--- config.mk ---
export PLATFORM = sky130hd
export DESIGN_NAME = hsv_to_rgb_converter
export DESIGN_NICKNAME = d
export VERILOG_FILES = /design/src/hsv2rgb_pkg.sv /design/src/hsv_to_rgb_converter.sv
export SDC_FILE = /design/constraint.sdc
export NUM_CORES = 2
export LEC_CHECK = 0
export BUFFER_PORTS_ARGS = -buffer_cell sky130_fd_sc_hd__buf_2
export CAP_MARGIN = 20
export CORE_ASPECT_RATIO = 1.1
export CORE_MARGIN = 1.5
export CORE_UTILIZATION = 35
export DETAILED_ROUTE_END_ITERATION = 10
export PLACE_DENSITY = 0.53
export SETUP_SLACK_MARGIN = 0.2
export SKIP_CTS_REPAIR_TIMING = 1
export SYNTH_ARGS = -nofsm -noshare
export SYNTH_HDL_FRONTEND = slang
export SYNTH_SLANG_ARGS = --single-unit
--- constraint.sdc ---
create_clock -name clk -period 12.52 [get_ports clk]
set_input_delay 1.252 -clock clk [delete_from_list [all_inputs] [get_ports clk]]
set_output_delay 1.252 -clock clk [all_outputs]
set_load 0.005 [all_outputs]
--- src/hsv2rgb_pkg.sv ---
// Shared constants, channel types and the hue wheel function for the HSV to RGB converter.
package hsv2rgb_pkg;

  localparam int unsigned NumChan = 3;
  localparam int unsigned ChRed   = 0;
  localparam int unsigned ChGreen = 1;
  localparam int unsigned ChBlue  = 2;

  localparam logic WheelSix   = 1'b0;
  localparam logic WheelThree = 1'b1;

  localparam logic [15:0] Seg1      = 16'd255;
  localparam logic [15:0] Seg2      = 16'd510;
  localparam logic [15:0] Seg3      = 16'd765;
  localparam logic [15:0] Seg4      = 16'd1020;
  localparam logic [15:0] Seg5      = 16'd1275;
  localparam logic [15:0] Wheel6Len = 16'd1530;
  localparam logic [15:0] Wheel3Len = 16'd765;

  localparam logic [7:0]  FullScale = 8'd255;
  localparam logic [15:0] FullSq    = 16'd65025;
  // floor(2^32 / 65025); the quotient estimate is low by at most one
  localparam logic [16:0] RecipSq   = 17'd66051;
  localparam int unsigned RecipShift = 32;

  typedef logic [NumChan-1:0][7:0]  chan8_t;
  typedef logic [NumChan-1:0][15:0] chan16_t;
  typedef logic [NumChan-1:0][23:0] chan24_t;

  // Pure color on the selected wheel: each channel 0, 255 or a linear ramp
  function automatic chan8_t wheel_color(logic mode, logic [15:0] h);
    chan8_t c;
    logic [15:0] up1, up2, up4, dn2, dn3, dn4, dn6;
    up1 = h - Seg1;
    up2 = h - Seg2;
    up4 = h - Seg4;
    dn2 = Seg2 - h;
    dn3 = Seg3 - h;
    dn4 = Seg4 - h;
    dn6 = Wheel6Len - h;
    c = '0;
    if (mode == WheelSix) begin
      if (h < Seg1) begin
        c[ChRed] = FullScale; c[ChGreen] = h[7:0];
      end else if (h < Seg2) begin
        c[ChRed] = dn2[7:0]; c[ChGreen] = FullScale;
      end else if (h < Seg3) begin
        c[ChGreen] = FullScale; c[ChBlue] = up2[7:0];
      end else if (h < Seg4) begin
        c[ChGreen] = dn4[7:0]; c[ChBlue] = FullScale;
      end else if (h < Seg5) begin
        c[ChRed] = up4[7:0]; c[ChBlue] = FullScale;
      end else if (h < Wheel6Len) begin
        c[ChRed] = FullScale; c[ChBlue] = dn6[7:0];
      end
    end else begin
      if (h < Seg1) begin
        c[ChRed] = FullScale - h[7:0]; c[ChGreen] = h[7:0];
      end else if (h < Seg2) begin
        c[ChGreen] = dn2[7:0]; c[ChBlue] = up1[7:0];
      end else if (h < Wheel3Len) begin
        c[ChRed] = up2[7:0]; c[ChBlue] = dn3[7:0];
      end
    end
    return c;
  endfunction

endpackage

--- src/hsv_to_rgb_converter.sv ---
// Pipelined HSV to RGB converter with selectable six- or three-segment hue wheel.
// Each accepted request passes through five register stages; the last of them is the
// output register, which holds the result until it is taken.
// Throughput: one pixel per clock; the five stages advance together and hold on stall.
// Reset (rst, synchronous, active high): clears all stage valid bits and sets
// wheel_mode to the six-segment wheel. Payload registers are not reset.
// Stage cost: wheel lookup, one 8x8 multiply, one 16x8 multiply, one 24x17 multiply,
// one 8x16 multiply with compare, per channel.
module hsv_to_rgb_converter (
  input  logic        clk,
  input  logic        rst,
  input  logic        cfg_we,
  input  logic        cfg_wdata,      // wheel_mode
  input  logic        s_axis_tvalid,
  output logic        s_axis_tready,
  input  logic [31:0] s_axis_tdata,   // [15:0] hue, [23:16] saturation, [31:24] brightness
  output logic        m_axis_tvalid,
  input  logic        m_axis_tready,
  output logic [23:0] m_axis_tdata    // [7:0] red, [15:8] green, [23:16] blue
);
  import hsv2rgb_pkg::*;

  // Configuration: current hue wheel
  logic wheel_mode;

  // Stage valid bits
  logic v1, v2, v3, v4, v5;
  // Whole pipe advances when the output slot is free or being drained
  logic adv;

  // Stage 1: pure color plus saturation and brightness
  chan8_t     color1;
  logic [7:0] sat1, bri1;
  // Stage 2: saturation applied, numerator term before brightness
  chan16_t    term2;
  logic [7:0] bri2;
  // Stage 3: full numerator
  chan24_t    acc3;
  // Stage 4: quotient estimate and the numerator it came from
  chan8_t     quot4;
  chan24_t    acc4;
  // Stage 5: corrected result
  chan8_t     res5;

  // Combinational per-stage values
  chan8_t      color_next;
  chan16_t     term_next;
  chan24_t     acc_next;
  chan8_t      quot_next;
  chan8_t      res_next;
  logic [15:0] sat_w;
  logic [15:0] base;
  logic [40:0] recip_prod [NumChan];
  logic [23:0] back_prod  [NumChan];
  logic [23:0] remainder  [NumChan];
  logic [15:0] cs_prod    [NumChan];

  assign adv           = m_axis_tready || !v5;
  assign s_axis_tready = adv;
  assign m_axis_tvalid = v5;
  assign m_axis_tdata  = {res5[ChBlue], res5[ChGreen], res5[ChRed]};

  always_ff @(posedge clk) begin
    if (rst) begin
      wheel_mode <= WheelSix;
    end else if (cfg_we) begin
      wheel_mode <= cfg_wdata;
    end
  end

  // Stage 1 logic: hue past the wheel leaves all channels at zero
  assign color_next = wheel_color(wheel_mode, s_axis_tdata[15:0]);

  // Stage 2 logic: c*s + 65025 - 255*s, never above 65025
  assign sat_w = {8'd0, sat1};
  assign base  = FullSq - ((sat_w << 8) - sat_w);

  always_comb begin
    for (int i = 0; i < NumChan; i++) begin
      cs_prod[i]    = {8'd0, color1[i]} * sat_w;
      term_next[i]  = cs_prod[i] + base;
      // Stage 3 logic: times brightness, fits 24 bits
      acc_next[i]   = {8'd0, term2[i]} * {16'd0, bri2};
      // Stage 4 logic: reciprocal multiply, quotient is exact or one low
      recip_prod[i] = {17'd0, acc3[i]} * {24'd0, RecipSq};
      quot_next[i]  = recip_prod[i][RecipShift +: 8];
      // Stage 5 logic: bump the quotient when the remainder reaches the divisor
      back_prod[i]  = {16'd0, quot4[i]} * {8'd0, FullSq};
      remainder[i]  = acc4[i] - back_prod[i];
      res_next[i]   = (remainder[i] >= {8'd0, FullSq}) ? quot4[i] + 8'd1 : quot4[i];
    end
  end

  // Valid bits travel with the data; hold everything while stalled
  always_ff @(posedge clk) begin
    if (rst) begin
      v1 <= 1'b0;
      v2 <= 1'b0;
      v3 <= 1'b0;
      v4 <= 1'b0;
      v5 <= 1'b0;
    end else if (adv) begin
      v1 <= s_axis_tvalid;
      v2 <= v1;
      v3 <= v2;
      v4 <= v3;
      v5 <= v4;
    end
  end

  always_ff @(posedge clk) begin
    if (adv) begin
      color1 <= color_next;
      sat1   <= s_axis_tdata[23:16];
      bri1   <= s_axis_tdata[31:24];
      term2  <= term_next;
      bri2   <= bri1;
      acc3   <= acc_next;
      quot4  <= quot_next;
      acc4   <= acc3;
      res5   <= res_next;
    end
  end

endmodule
==> results.cfg <==
[placed_design]
post_dp_cell_area_um2 = 49900
post-dp-hpwl_um = 79800
post-place-ws_ns = 6.13
portBuffers = 63
place.gp.congestion = 0.850

[logic_synthesis]
ys_types = 92
synth_edf_count = 288
synth_top_family_by_area = adder cells
syn_inst = 4870
ys_warn_count = 0
synth_fa_ha_area_share_pct = 47.4
yosys-mux-area-fraction_pct = 0.276
synth.cell_area_um2 = 47500
synth-simple-area-share_pct = 12.7
synth_seq_cells = 294
yosysSeqAreaShare_pct = 18.4
ys.flop_type = edfxtp_1
async_flop_share_pct = 0
synth_compound_area_share_pct = 9.10
synth_xor_area_share_pct = 3.80
synth_area_per_cell_um2 = 9.76

[sta]
finalSetupViolCount = 0
hold_viol_final = 0
finalClockSkew_ns = 0.0403
slew_headroom_pct = 29.9
worst_slack_ns = 6.11
finalSetupTns_ns = 0
drv_slew = 0
max_freq_mhz = 156
rsz0062_at_grt = false
max_slew.worst_pin.slew_ns = 1.05
min_period_ns = 6.41
fin_crit_sh_pct = 51.2

[clock_tree]
cts_buffers = 41
cts_root_buf = clkbuf_16
cts.clk_slew.worst_paths_ns = 0.06
clk_path_buf_depth = 3
h-tree-depth = 2
clock_latency_ns = 0.63
cts_sinks = 294
cts_tree = yes

[cells_and_area]
num_antenna_cells = 0
fin_area_um2 = 51300
layout-drive-gt1-share_pct = 3.95
most-common-layout-cells = inv_1, ha_1, fa_1
n_fill_cell = 13534
final_nets = 6413
layout_commonest_cell = inv_1
syn2layout_area_growth_pct = 7.90

[route]
ant_nets = 0
drc_errors = 0
wire_per_inst_um = 14.6
dr.pass1.iters = 7
dr.first_iter.drc_count = 1197
vias = 32488
via_per_inst = 4.83
wl_um = 98400

[job]
drv_cap = 0

[die]
coreArea_um2 = 135000
placementRows = 141
dieHeight_um = 390
pin_count = 64
dieArea_um2 = 138000
start_util_pct = 35.3
fp.dieW_um = 354

[global_routing]
grt_pass1_wl_um = 169000
grt_use_total_pct = 14.7
grt_pass1_vias = 33968
grt_start_max_net_pins = 81
overflow = 0
antenna_found_initial = 0

[setup_path]
ff2ff_path_depth = 23
setup.worst_path.start_class = flip-flop
startpoint = sat1[3]
worstPathRequired_ns = 12.85
critPathCapture = term2[31]
r2r_slack_ns = 6.11
cp.arrival_ns = 6.74
crit_type = flip-flop to flip-flop
reg2reg_from = sat1[3]
cp_max_fo = 28
worst_r2r_endpoint = term2[31]
critPathCaptureType = flip-flop

[min_path]
hold_path_class = flip-flop to flip-flop

[status]
status = finished clean
[logic make-up (layout without fill, tap and decap cells)]
kind of cell | Yosys count | after routing
other | 1 | 3
XOR/XNOR | 206 | 206
flip-flops | 294 | 294
adder cells (fa/ha/maj) | 1465 | 1465
AO/OA/AOI/OAI | 646 | 646
AND/OR/NAND/NOR | 1200 | 1200
buffers and inverters | 1045 | 1113
multiplexers | 13 | 13
[cell usage after synthesis, drive strengths merged (12+ instances only)]
cell type,count,share of area (%)
o2111ai,14,0.26
o21bai,22,0.35
inv,954,7.5
nand4,27,0.37
o21a,46,0.73
nand2,414,3.3
nor2b,33,0.43
xor2,58,1.1
xnor2,148,2.7
and2,315,4.2
nand3,52,0.56
clkbuf,80,0.63
and3,27,0.36
a21o,62,0.98
a31oi,24,0.32
nor3,69,0.73
nor2,165,1.3
nand2b,27,0.36
mux2i,12,0.25
fa,561,24
nor4,13,0.22
o211ai,30,0.52
o21ai,131,1.4
a211oi,25,0.44
edfxtp,288,18
or3,14,0.18
a21oi,171,1.8
ha,904,24
[sequential cells by signal (all words and copies together) (netlist names), 8 cells and up]
name,cells
bri1,8
term2,48
sat1,8
quot4,24
acc3,72
acc4,72
color1,24
bri2,8
m_axis_tdata,24
[worst max-delay path, cell delays in order, from the launching register on]
cell	delay (ns)
edfxtp_1	0.32
buf_4	0.28
inv_1	0.14
ha_1	0.23
a211oi_1	0.37
nor2b_1	0.09
o21a_1	0.20
o21a_1	0.18
or2_2	0.38
fa_1	0.53
fa_1	0.46
fa_1	0.50
fa_1	0.48
inv_1	0.04
ha_1	0.31
o21ai_0	0.12
a21boi_0	0.15
o21ai_0	0.19
nand2b_1	0.11
a21o_1	0.20
a41o_1	0.26
o41ai_1	0.32
xnor2_1	0.14
xnor2_1	0.13
[area by class of cell]
cell class | instances | area [um2] | share of cell area (%)
clock inverters | 28 | 310 | 0.605
inverters | 954 | 3580 | 6.98
flip-flops and latches | 294 | 8770 | 17.1
clock buffers | 45 | 1040 | 2.03
multi-input cells | 3533 | 34900 | 68.0
repair buffers | 86 | 500 | 0.976
well taps | 1787 | 2240 | 4.36
[layer usage]
layer	vias to the layer above	part of all wire [%]	global-route usage [%]
li1	16156	-	-
met3	98	2.4	1.42
met2	339	49	26.2
met1	15895	47	19.2
met4	0	1.9	3.40
met5	-	0	0
[metrics by stage]
stage	std cells	util [%]	hold slack (ns)
2_1_floorplan	4872	-	0.400
3_3_place_gp	6654	37.1	0.406
3_5_place_dp	6654	37.1	0.408
4_1_cts	6727	38.1	0.421
5_1_grt	6727	38.1	0.446
6_report	6727	38.1	0.424
[how the worst min path moves through the flow]
| stage | cells past startpoint | slack, ns | start | to |
|---|---|---|---|---|
| 5_1_grt | 0 | 0.45 | bri1[6] | bri2[6] |
| 3_3_place_gp | 0 | 0.41 | bri1[0] | bri2[0] |
| 2_1_floorplan | 0 | 0.40 | bri1[0] | bri2[0] |
| 4_1_cts | 0 | 0.42 | bri1[1] | bri2[1] |
| 6_report | 0 | 0.42 | bri1[1] | bri2[1] |
| 3_5_place_dp | 0 | 0.41 | bri1[1] | bri2[1] |
Power is left out: the tool's default activity adds up to more than one toggle a clock period on the data nets, which glitch-free logic cannot reach.
